File: src/fcv_pkg.sv
// ----------------------------------------------------------------------------
// fcv_pkg
// Shared constants, types and helpers for the Fletcher-64 block checksum
// verifier.
// ----------------------------------------------------------------------------
package fcv_pkg;

	localparam int MIN_BLOCK_WORDS = 1024;
	localparam int MAX_BLOCK_WORDS = 16384;

	localparam int POS_W = 15;
	localparam logic [POS_W-1:0] POS_MAX = {POS_W{1'b1}};

	localparam int FIFO_DEPTH = 4;
	localparam int PTR_W      = $clog2(FIFO_DEPTH);
	localparam int CNT_W      = PTR_W + 1;

	// One finished block as handed from the accumulator to the finisher.
	typedef struct packed {
		logic [63:0] first_sum;
		logic [63:0] second_sum;
		logic [63:0] stored_checksum;
		logic        length_error;
	} block_rec_t;

	typedef struct packed {
		logic full;
		logic empty;
	} fifo_status_t;

	// Second fold of a value already reduced to hi + lo, followed by the
	// complement. An all-ones residue is congruent to zero.
	function automatic logic [31:0] fold_complement(input logic [32:0] a);
		logic [31:0] t;
		t = a[31:0] + {31'b0, a[32]};
		if (t == 32'hFFFF_FFFF) begin
			t = 32'h0;
		end
		return ~t;
	endfunction

endpackage

File: src/fcv_front.sv
// ----------------------------------------------------------------------------
// fcv_front
// Accepts block words, captures the stored checksum, runs the two sums and
// hands one record per block to the queue.
// ----------------------------------------------------------------------------
module fcv_front (
	input  logic                clk,
	input  logic                arst_n,
	input  logic                s_axis_tvalid,
	output logic                s_axis_tready,
	input  logic [31:0]         s_axis_tdata,  // data_word
	input  logic                s_axis_tlast,  // last_word
	input  fcv_pkg::fifo_status_t q_status,
	output logic                push,
	output fcv_pkg::block_rec_t push_data
);
	import fcv_pkg::*;

	logic [63:0]      first_sum_q;
	logic [63:0]      second_sum_q;
	logic [63:0]      stored_q;
	logic [POS_W-1:0] pos_q;

	logic [63:0] first_sum_n;
	logic [63:0] second_sum_n;
	logic [63:0] stored_n;
	logic        accept;
	logic        is_head;

	assign s_axis_tready = !q_status.full;
	assign accept        = s_axis_tvalid && s_axis_tready;
	assign is_head       = (pos_q == '0) || (pos_q == POS_W'(1));

	always_comb begin
		first_sum_n  = first_sum_q;
		second_sum_n = second_sum_q;
		stored_n     = stored_q;
		if (pos_q == '0) begin
			stored_n = {32'b0, s_axis_tdata};
		end else if (pos_q == POS_W'(1)) begin
			stored_n = {s_axis_tdata, stored_q[31:0]};
		end
		if (!is_head) begin
			first_sum_n  = first_sum_q + {32'b0, s_axis_tdata};
			second_sum_n = second_sum_q + first_sum_q + {32'b0, s_axis_tdata};
		end
	end

	always_comb begin
		push                      = accept && s_axis_tlast;
		push_data.first_sum       = first_sum_n;
		push_data.second_sum      = second_sum_n;
		push_data.stored_checksum = stored_n;
		// The count is pos_q + 1, so the bounds move down by one.
		push_data.length_error    = (pos_q < POS_W'(MIN_BLOCK_WORDS - 1)) ||
		                            (pos_q > POS_W'(MAX_BLOCK_WORDS - 1));
	end

	always_ff @(posedge clk or negedge arst_n) begin
		if (!arst_n) begin
			first_sum_q  <= '0;
			second_sum_q <= '0;
			stored_q     <= '0;
			pos_q        <= '0;
		end else if (accept) begin
			if (s_axis_tlast) begin
				first_sum_q  <= '0;
				second_sum_q <= '0;
				stored_q     <= '0;
				pos_q        <= '0;
			end else begin
				first_sum_q  <= first_sum_n;
				second_sum_q <= second_sum_n;
				stored_q     <= stored_n;
				if (pos_q != POS_MAX) begin
					pos_q <= pos_q + POS_W'(1);
				end
			end
		end
	end

	a_restart: assert property (@(posedge clk) disable iff (!arst_n)
		(accept && s_axis_tlast) |=> (pos_q == '0 && first_sum_q == '0))
		else $error("position or sums not cleared after the last word");

	a_sat: assert property (@(posedge clk) disable iff (!arst_n)
		(pos_q == POS_MAX && accept && !s_axis_tlast) |=> (pos_q == POS_MAX))
		else $error("word position left saturation");

endmodule

File: src/fcv_fifo.sv
// ----------------------------------------------------------------------------
// fcv_fifo
// Short queue of block records between the accumulator and the finisher.
// ----------------------------------------------------------------------------
module fcv_fifo (
	input  logic                  clk,
	input  logic                  arst_n,
	input  logic                  push,
	input  fcv_pkg::block_rec_t   push_data,
	input  logic                  pop,
	output fcv_pkg::block_rec_t   pop_data,
	output fcv_pkg::fifo_status_t status
);
	import fcv_pkg::*;

	localparam logic [CNT_W-1:0] DEPTH_C = CNT_W'(FIFO_DEPTH);
	localparam logic [PTR_W-1:0] LAST_C  = PTR_W'(FIFO_DEPTH - 1);

	block_rec_t       entry_q [FIFO_DEPTH];
	logic [PTR_W-1:0] wr_ptr_q;
	logic [PTR_W-1:0] rd_ptr_q;
	logic [CNT_W-1:0] cnt_q;
	logic             do_push;
	logic             do_pop;

	assign status.full  = (cnt_q == DEPTH_C);
	assign status.empty = (cnt_q == '0);
	assign do_push      = push && !status.full;
	assign do_pop       = pop && !status.empty;
	assign pop_data     = entry_q[rd_ptr_q];

	always_ff @(posedge clk) begin
		if (do_push) begin
			entry_q[wr_ptr_q] <= push_data;
		end
	end

	always_ff @(posedge clk or negedge arst_n) begin
		if (!arst_n) begin
			wr_ptr_q <= '0;
			rd_ptr_q <= '0;
			cnt_q    <= '0;
		end else begin
			if (do_push) begin
				wr_ptr_q <= (wr_ptr_q == LAST_C) ? '0 : wr_ptr_q + PTR_W'(1);
			end
			if (do_pop) begin
				rd_ptr_q <= (rd_ptr_q == LAST_C) ? '0 : rd_ptr_q + PTR_W'(1);
			end
			if (do_push && !do_pop) begin
				cnt_q <= cnt_q + CNT_W'(1);
			end else if (do_pop && !do_push) begin
				cnt_q <= cnt_q - CNT_W'(1);
			end
		end
	end

	a_no_overflow: assert property (@(posedge clk) disable iff (!arst_n)
		!(push && status.full))
		else $error("record pushed into a full queue");

	a_no_underflow: assert property (@(posedge clk) disable iff (!arst_n)
		!(pop && status.empty))
		else $error("record popped from an empty queue");

endmodule

File: src/fcv_finish.sv
// ----------------------------------------------------------------------------
// fcv_finish
// Pipelined finishing of the Fletcher-64 sums, stored checksum compare and
// result output register.
// ----------------------------------------------------------------------------
module fcv_finish (
	input  logic                  clk,
	input  logic                  arst_n,
	input  fcv_pkg::fifo_status_t q_status,
	input  fcv_pkg::block_rec_t   pop_data,
	output logic                  pop,
	output logic                  m_axis_tvalid,
	input  logic                  m_axis_tready,
	output logic [63:0]           m_axis_tdata,  // computed_checksum
	output logic [1:0]            m_axis_tuser   // checksum_match, length_error
);
	import fcv_pkg::*;

	logic        v_s1, v_s2, v_s3, v_s4, v_s5, v_s6;
	logic [63:0] t_s1;
	logic [63:0] fs_s1, fs_s2, fs_s3;
	logic [63:0] st_s1, st_s2, st_s3;
	logic        le_s1, le_s2, le_s3, le_s4, le_s5, le_s6;
	logic [32:0] a_s2;
	logic [31:0] c1_s3, c1_s4, c1_s5;
	logic [63:0] u_s4;
	logic        lo_ok_s4, lo_ok_s5;
	logic [31:0] st_hi_s4, st_hi_s5;
	logic [32:0] b_s5;
	logic [63:0] result_s6;
	logic        match_s6;
	logic        advance;
	logic [31:0] c2;

	// The whole pipeline moves together and holds while the result waits.
	assign advance = !v_s6 || m_axis_tready;
	assign pop     = advance && !q_status.empty;
	assign c2      = fold_complement(b_s5);

	always_ff @(posedge clk or negedge arst_n) begin
		if (!arst_n) begin
			v_s1 <= 1'b0;
			v_s2 <= 1'b0;
			v_s3 <= 1'b0;
			v_s4 <= 1'b0;
			v_s5 <= 1'b0;
			v_s6 <= 1'b0;
		end else if (advance) begin
			v_s1 <= !q_status.empty;
			v_s2 <= v_s1;
			v_s3 <= v_s2;
			v_s4 <= v_s3;
			v_s5 <= v_s4;
			v_s6 <= v_s5;
		end
	end

	always_ff @(posedge clk) begin
		if (advance) begin
			t_s1  <= pop_data.second_sum + pop_data.first_sum;
			fs_s1 <= pop_data.first_sum;
			st_s1 <= pop_data.stored_checksum;
			le_s1 <= pop_data.length_error;

			// Since 2^32 is congruent to one, hi + lo keeps the residue.
			a_s2  <= {1'b0, t_s1[63:32]} + {1'b0, t_s1[31:0]};
			fs_s2 <= fs_s1;
			st_s2 <= st_s1;
			le_s2 <= le_s1;

			c1_s3 <= fold_complement(a_s2);
			fs_s3 <= fs_s2;
			st_s3 <= st_s2;
			le_s3 <= le_s2;

			u_s4     <= fs_s3 + {32'b0, c1_s3};
			c1_s4    <= c1_s3;
			lo_ok_s4 <= (c1_s3 == st_s3[31:0]);
			st_hi_s4 <= st_s3[63:32];
			le_s4    <= le_s3;

			b_s5     <= {1'b0, u_s4[63:32]} + {1'b0, u_s4[31:0]};
			c1_s5    <= c1_s4;
			lo_ok_s5 <= lo_ok_s4;
			st_hi_s5 <= st_hi_s4;
			le_s5    <= le_s4;

			result_s6 <= {c2, c1_s5};
			match_s6  <= lo_ok_s5 && (c2 == st_hi_s5);
			le_s6     <= le_s5;
		end
	end

	assign m_axis_tvalid = v_s6;
	assign m_axis_tdata  = result_s6;
	assign m_axis_tuser  = {le_s6, match_s6};

	a_pop_fills: assert property (@(posedge clk) disable iff (!arst_n)
		pop |=> v_s1)
		else $error("popped record did not enter the pipeline");

	a_hold: assert property (@(posedge clk) disable iff (!arst_n)
		(v_s5 && v_s6 && !m_axis_tready) |=> v_s5)
		else $error("pipeline advanced under a stalled output");

endmodule

File: src/fletcher64_block_checksum_verify_top.sv
// Path: a block's record passes the queue, then finishing stages s1 to s6.
// Throughput: one word per cycle while the 4-entry queue is not full; each
// block yields one result, and the finishing pipeline takes a new block
// every cycle while its output is not stalled.
// Reset: arst_n clears the sums, word position, queue and pipeline valids.
// ----------------------------------------------------------------------------
// fletcher64_block_checksum_verify_top
// Fletcher-64 checksum check of a storage block given as a word stream.
// ----------------------------------------------------------------------------
module fletcher64_block_checksum_verify_top (
	input  logic        clk,
	input  logic        arst_n,
	input  logic        s_axis_tvalid,
	output logic        s_axis_tready,
	input  logic [31:0] s_axis_tdata,   // data_word
	input  logic        s_axis_tlast,   // last_word
	output logic        m_axis_tvalid,
	input  logic        m_axis_tready,
	output logic [63:0] m_axis_tdata,   // computed_checksum
	output logic [1:0]  m_axis_tuser    // checksum_match, length_error
);
	import fcv_pkg::*;

	fifo_status_t q_status;
	block_rec_t   push_data;
	block_rec_t   pop_data;
	logic         push;
	logic         pop;

	fcv_front u_front (
		.clk           (clk),
		.arst_n        (arst_n),
		.s_axis_tvalid (s_axis_tvalid),
		.s_axis_tready (s_axis_tready),
		.s_axis_tdata  (s_axis_tdata),
		.s_axis_tlast  (s_axis_tlast),
		.q_status      (q_status),
		.push          (push),
		.push_data     (push_data)
	);

	fcv_fifo u_fifo (
		.clk       (clk),
		.arst_n    (arst_n),
		.push      (push),
		.push_data (push_data),
		.pop       (pop),
		.pop_data  (pop_data),
		.status    (q_status)
	);

	fcv_finish u_finish (
		.clk           (clk),
		.arst_n        (arst_n),
		.q_status      (q_status),
		.pop_data      (pop_data),
		.pop           (pop),
		.m_axis_tvalid (m_axis_tvalid),
		.m_axis_tready (m_axis_tready),
		.m_axis_tdata  (m_axis_tdata),
		.m_axis_tuser  (m_axis_tuser)
	);

endmodule

File: config.mk
export PLATFORM = sky130hd
export DESIGN_NAME = fletcher64_block_checksum_verify_top
export DESIGN_NICKNAME = d
export VERILOG_FILES = /design/src/fcv_pkg.sv /design/src/fcv_front.sv /design/src/fcv_fifo.sv /design/src/fcv_finish.sv /design/src/fletcher64_block_checksum_verify_top.sv
export SDC_FILE = /design/constraint.sdc
export NUM_CORES = 2
export LEC_CHECK = 0
export BUFFER_PORTS_ARGS = -buffer_cell sky130_fd_sc_hd__buf_2
export CELL_PAD_IN_SITES_DETAIL_PLACEMENT = 0
export CELL_PAD_IN_SITES_GLOBAL_PLACEMENT = 1
export CORE_MARGIN = 4
export CORE_UTILIZATION = 40
export DETAILED_ROUTE_END_ITERATION = 10
export PLACE_DENSITY_LB_ADDON = 0.1
export SLEW_MARGIN = 20
export SYNTH_ARGS = -nofsm -noshare
export SYNTH_HDL_FRONTEND = slang
export SYNTH_SLANG_ARGS = --single-unit
File: constraint.sdc
create_clock -name clk -period 47.4 [get_ports clk]
set_input_delay 9.48 -clock clk [delete_from_list [all_inputs] [get_ports clk]]
set_output_delay 9.48 -clock clk [all_outputs]
set_load 0.02 [all_outputs]
Word-level counts from Yosys, hierarchy flattened

Memories as Yosys holds them, arrays and structs flattened.
Cells that the tools add are included.
W data, S select, Z words.

Bits of input ports: 37
Output and inout port bits: 68
Flip-flop bits (word level): 1031
Memories: 1
Memory bits (writable): 772

Memory list:

| memory         | depth | width | rd ports | clocked after Yosys merged registers in | write ports | line           | RTL |
|---|---|---|---|---|---|---|---|
| u_fifo.entry_q | 4     | 193   | 1        | 0                                       | 1           | fcv_fifo.sv:19 | `block_rec_t entry_q [FIFO_DEPTH];` |

Magnitude comparators: 2
Equal/unequal tests: 9
Mux-type cells: 18
Reductions and logical operators: 21
Bitwise gates (word level): 2
Add/subtract/negate cells: 14

Operator list:

| kind                    | number |
|---|---|
| $mux W64                | 7 |
| $add A64 B32 Y64        | 3 |
| $add A64 B64 Y64        | 2 |
| $mux W32                | 3 |
| $add A32 B32 Y33        | 2 |
| $add A32 B1 Y32         | 2 |
| $eq A32 B32 Y1          | 2 |
| $eq A32 B32 Y1 const B  | 2 |
| $not A32 Y32            | 2 |
| $mux W15                | 2 |
| $add A15 B1 Y15 const B | 1 |
| $eq A15 B1 Y1 const B   | 1 |
| $gt A15 B14 Y1 const B  | 1 |
| $logic_not A15 Y1       | 1 |
| $lt A15 B10 Y1 const B  | 1 |
| $ne A15 B15 Y1 const B  | 1 |
| $logic_and A1 B1 Y1     | 8 |
| $mux W3                 | 2 |
| $logic_not A1 Y1        | 5 |
| $add A2 B1 Y2 const B   | 2 |
| $eq A2 B2 Y1 const B    | 2 |
| $mux W2                 | 2 |
| $reduce_bool A2 Y1      | 2 |
| $add A3 B1 Y3 const B   | 1 |
| 6 further kinds         | 9 |

Depth between registers and ports, before layout

Word-level depth: 9
Gate-level depth with buffers: 18

Modules after synthesis

Synthesis repeated with hierarchy kept, for this count alone.

Cell total of the unflattened synthesis: 5629
Area, all modules: 81542.0 µm²

By module, submodules not included:

| module     | cells each | seq. area each (µm²) | area each (µm²) | instances |
|---|---|---|---|---|
| fcv_finish | 2531       | 24503.5              | 36129.7         | 1 |
| fcv_fifo   | 1046       | 23357.4              | 28287.1         | 1 |
| fcv_front  | 2052       | 5180.0               | 17125.2         | 1 |

Worst setup path before layout

Ideal clock, no wire load.

Kind: input to register
From: in m_axis_tready
To: reg u_fifo.cnt_q[1]
Cell stages on the path: 8
Required time: 47.275 ns
Slack: 12.589 ns
Data arrival time: 34.686 ns
Cell sequence: nand2b_1 -> clkbuf_1 -> o31a_1 -> inv_1 -> ha_1 -> inv_1 -> fa_1 -> mux2_2

Cells in the longest elaborated chain, start to end: 6

RTL lines:

| element                                              | line                                       | RTL |
|---|---|---|
| start, declared                                      | fletcher64_block_checksum_verify_top.sv:18 | `input logic m_axis_tready,` |
| $logic_or A1 B1 Y1 (*)                               | fcv_finish.sv:36                           | `assign advance = !v_s6 \|\| m_axis_tready;` |
| $logic_and A1 B1 Y1 (*)                              | fcv_finish.sv:37                           | `assign pop = advance && !q_status.empty;` |
| $logic_and A1 B1 Y1 (*)                              | fcv_fifo.sv:29                             | `assign do_pop = pop && !status.empty;` |
| $logic_not A1 Y1                                     | fcv_fifo.sv:50                             | `if (do_push && !do_pop) begin` |
| $logic_and A1 B1 Y1                                  | fcv_fifo.sv:50                             |  |
| $mux W3 / $reduce_bool A2 Y1 (equally long branches) | n/a                                        |  |
| end signal, assigned                                 | fcv_fifo.sv:51                             | `cnt_q <= cnt_q + CNT_W'(1);` |
| end signal, assigned                                 | fcv_fifo.sv:53                             | `cnt_q <= cnt_q - CNT_W'(1);` |
| end, declared                                        | fcv_fifo.sv:22                             | `logic [CNT_W-1:0] cnt_q;` |

Every way passes the cells marked *; elsewhere a longest branch is shown, timed or not.
A chain may end at the register's enable or synchronous reset.

==> qor.yml <==
overflow: 0
setup_ws_ns: 33.69
finClkSkew_ns: 0.0554
synth_seq_cells: 1803
cts_sinks: 1803
p_sw_mw: 2.82
synth.net_count: 6019
yosys_warnings: 0
cp.required_ns: 47.95
peakVddDrop_mv: 0.0486
route.detailed.drc: 0
syn_area_per_cell_um2: 14.4
core_area_mm2: 0.202
syn_to_final_growth_pct: 12.5
hold_path.class: "flop to flop"
maxCapViolCount: 0
rows: 165
tns_ns: 0
drive_gt1_frac: 0.114
min_period_ns: 13.71
grt_usage: 0.207
cp-start-kind: "input pin"
die-area_mm2: 0.210
ant_nets: 0
io_pins: 105
finalWirelength_um: 220000
switching_share: 0.388
seqCellArea_mm2: 0.0530
dpl_worst_slack_ns: 32.95
numCtsBuffers: 192
multi_input_area_mm2: 0.0270
yosysTopAreaCell: "edfxtp_1"
setup_viol: 0
path_cells: "buf_2 -> ha_1 -> fa_1 -> a21o_1 -> a21oi_1 -> o21ai_0 -> a2111oi_0 -> nor2_1 -> a31o_2 -> a21oi_1 -> o21ai_0 -> a31oi_1 -> nor3_1 -> xnor2_1"
synthFlopType: "edfxtp_1"
synthDistinctLibCells: 85
cts_buffer_depth: 3
h-tree-depth: 4
worst_pin_slew_ns: 1.14
rsz0062_at_grt: "false"
synth-async-reset-ratio: 0.122
crit_buf_inv: 1
fin_crit_sh: 0.289
critical_path_arrival_ns: 14.26
seq_area_frac_synth: 0.653
vias_per_cell: 5.49
die_h_um: 459
cts-root-buf: "clkbuf_16"
place_congestion: 0.870
slowest_stage: "a2111oi_0"
syn_area_mm2: 0.0812
power.density_mw_per_mm2: 79.5
slowest_delay_ns: 0.79
worstSetupEndpointType: "flop"
cts.repair.resized: 0
final_cell_area_mm2: 0.0914
internal_power_mw: 4.45
antenna_found_initial: 23
synth_edf_count: 1583
power_leakage_nw: 34.1
post-synth-top-area-fraction: 0.585
timing_worst_setup_path_type: "input pin to flop"
synth_cells: 5645
drtPass1Iterations: 7
port_buffers: 104
grt_pass1_vias: 46300
cp_top_family: "compound AO/OA/AOI/OAI gates"
fmax_ghz: 0.0730
post-cts-setup-buffers: 0
hold_violations: 0
cts_tree: "done"
clk_pin_slew_ns: 0.06
grt_pass1_wl_um: 321000
seqPwrFrac: 0.388
fin_nets: 6154
grt_max_degree: 206
clk_latency_ns: 0.84
dp_hpwl_um: 157000
place_area_mm2: 0.0848
status: "finished, final reports clean"
dieWidth_um: 459
fill_cells: 17900
routed-via-count: 47300
cts_hold_buf: 0
slew_headroom: 0.239
path_max_fanout: 7
start_util: 0.402
power_frac_clock: 0.210
ys_top_cells_by_area: "edfxtp_1, dfrtp_1, mux4_2"
combPwrFrac: 0.402
routedWlPerCell_um: 25.5
drt_iter0_drc: 3813
slew_viol_final: 0
-- Yosys cell counts (all sizes together) (23+ instances only) --
library cell  count
fa               39
xnor2           242
mux2i            23
nand2b           31
nand2           572
nand4            69
o21a             29
nand3           121
dfrtp           220
buf              37
inv             123
and2             31
and4             23
o21ai           210
a31oi            23
xor2            168
nor2            266
a22o            122
a21boi           23
nor3             63
clkbuf          172
and3             69
a21oi           333
nor4             39
o21bai           40
edfxtp         1583
a21o            164
nor2b            32
ha              298
o31ai            27
mux4            193
-- placed cells by master, fill, tap and decap left out, types with 60 or more instances in the layout --
cell	n
inv_1	123
a22o_1	122
ha_1	298
mux4_2	193
dfrtp_1	218
a21o_1	164
buf_2	103
xor2_1	166
clkbuf_16	194
nor2_1	264
o21ai_0	200
nor3_1	60
nand4_1	68
xnor2_1	242
nand3_1	121
and3_1	65
edfxtp_1	1583
nand2_1	570
a21oi_1	330
-- final timing paths --
kind	start	to	slack (ns)	cells after the start
min in group asynchronous	arst_n	u_front.first_sum_q[55]	8.57	1
max in group asynchronous	arst_n	u_front.stored_q[38]	36.64	3
max	s_axis_tdata[0]	u_fifo.entry_q[2][191]	33.69	14
max reg2reg	u_fifo.rd_ptr_q[1]	u_finish.t_s1[57]	39.40	15
min reg2reg	u_finish.fs_s2[40]	u_finish.fs_s3[40]	0.39	0
min	u_finish.fs_s2[40]	u_finish.fs_s3[40]	0.39	0
-- state kept, by name, indices dropped and copies added, names as in the netlist, 3 cells and up --
signal / cells
u_front.second_sum_q: 64
u_finish.st_hi_s5: 32
u_fifo.cnt_q: 3
u_finish.b_s5: 33
u_finish.st_s2: 64
u_finish.c1_s3: 32
u_finish.a_s2: 33
u_finish.st_hi_s4: 32
u_finish.m_axis_tdata: 64
u_front.stored_q: 64
u_finish.st_s3: 64
u_finish.c1_s5: 32
u_finish.st_s1: 64
u_finish.t_s1: 64
u_front.first_sum_q: 64
u_front.pos_q: 15
u_finish.fs_s2: 64
u_finish.fs_s1: 64
u_finish.fs_s3: 64
u_finish.u_s4: 64
u_finish.c1_s4: 32
u_fifo.entry_q: 772
-- final cells by class --
class	count	area share
well taps	2672	0.0366
repair buffers	150	0.0106
flip-flops and latches	1803	0.581
diodes	7	0.000192
clock inverters	123	0.0163
inverters	124	0.00509
multi-input cells	3509	0.295
clock buffers	240	0.0552
-- per-stage QoR --
step           utilization  hold slack (ns)  power, mW  std cells
6_report             0.452            0.393       7.26       8628
5_1_grt              0.452            0.416       7.70       8625
4_1_cts              0.452            0.396       7.34       8621
3_5_place_dp         0.420            0.405       5.79       8258
3_3_place_gp         0.420            0.400       5.78       8258
2_1_floorplan            -            0.400       4.82       5645
-- routing by layer --
metal | part of all wire | global-route usage
met5 | 0 | 0
met4 | 0.020 | 0.0489
met3 | 0.047 | 0.0265
met2 | 0.46 | 0.323
met1 | 0.48 | 0.309
-- power by group through the flow --
stage	clock (mW)	combinational [mW]	sequential (mW)
after floorplan	0	1.95	2.87
after global placement	0	2.92	2.85
after detailed placement	0	2.92	2.86
after CTS	1.57	2.94	2.83
after global routing	1.64	3.20	2.87
final	1.53	2.92	2.82
-- cell families (layout without fill, tap and decap cells) --
family	count (synthesis)	count (layout)	synth area share
flops	1803	1803	0.653
simple gates	1387	1387	0.0804
compound gates	1151	1151	0.0934
xor+xnor	410	410	0.0444
fa+ha+maj	337	337	0.0555
buf+inv	333	637	0.0157
mux	224	224	0.0575
other cells	0	7	0
No activity file was read; power rests on OpenSTA's default activity.
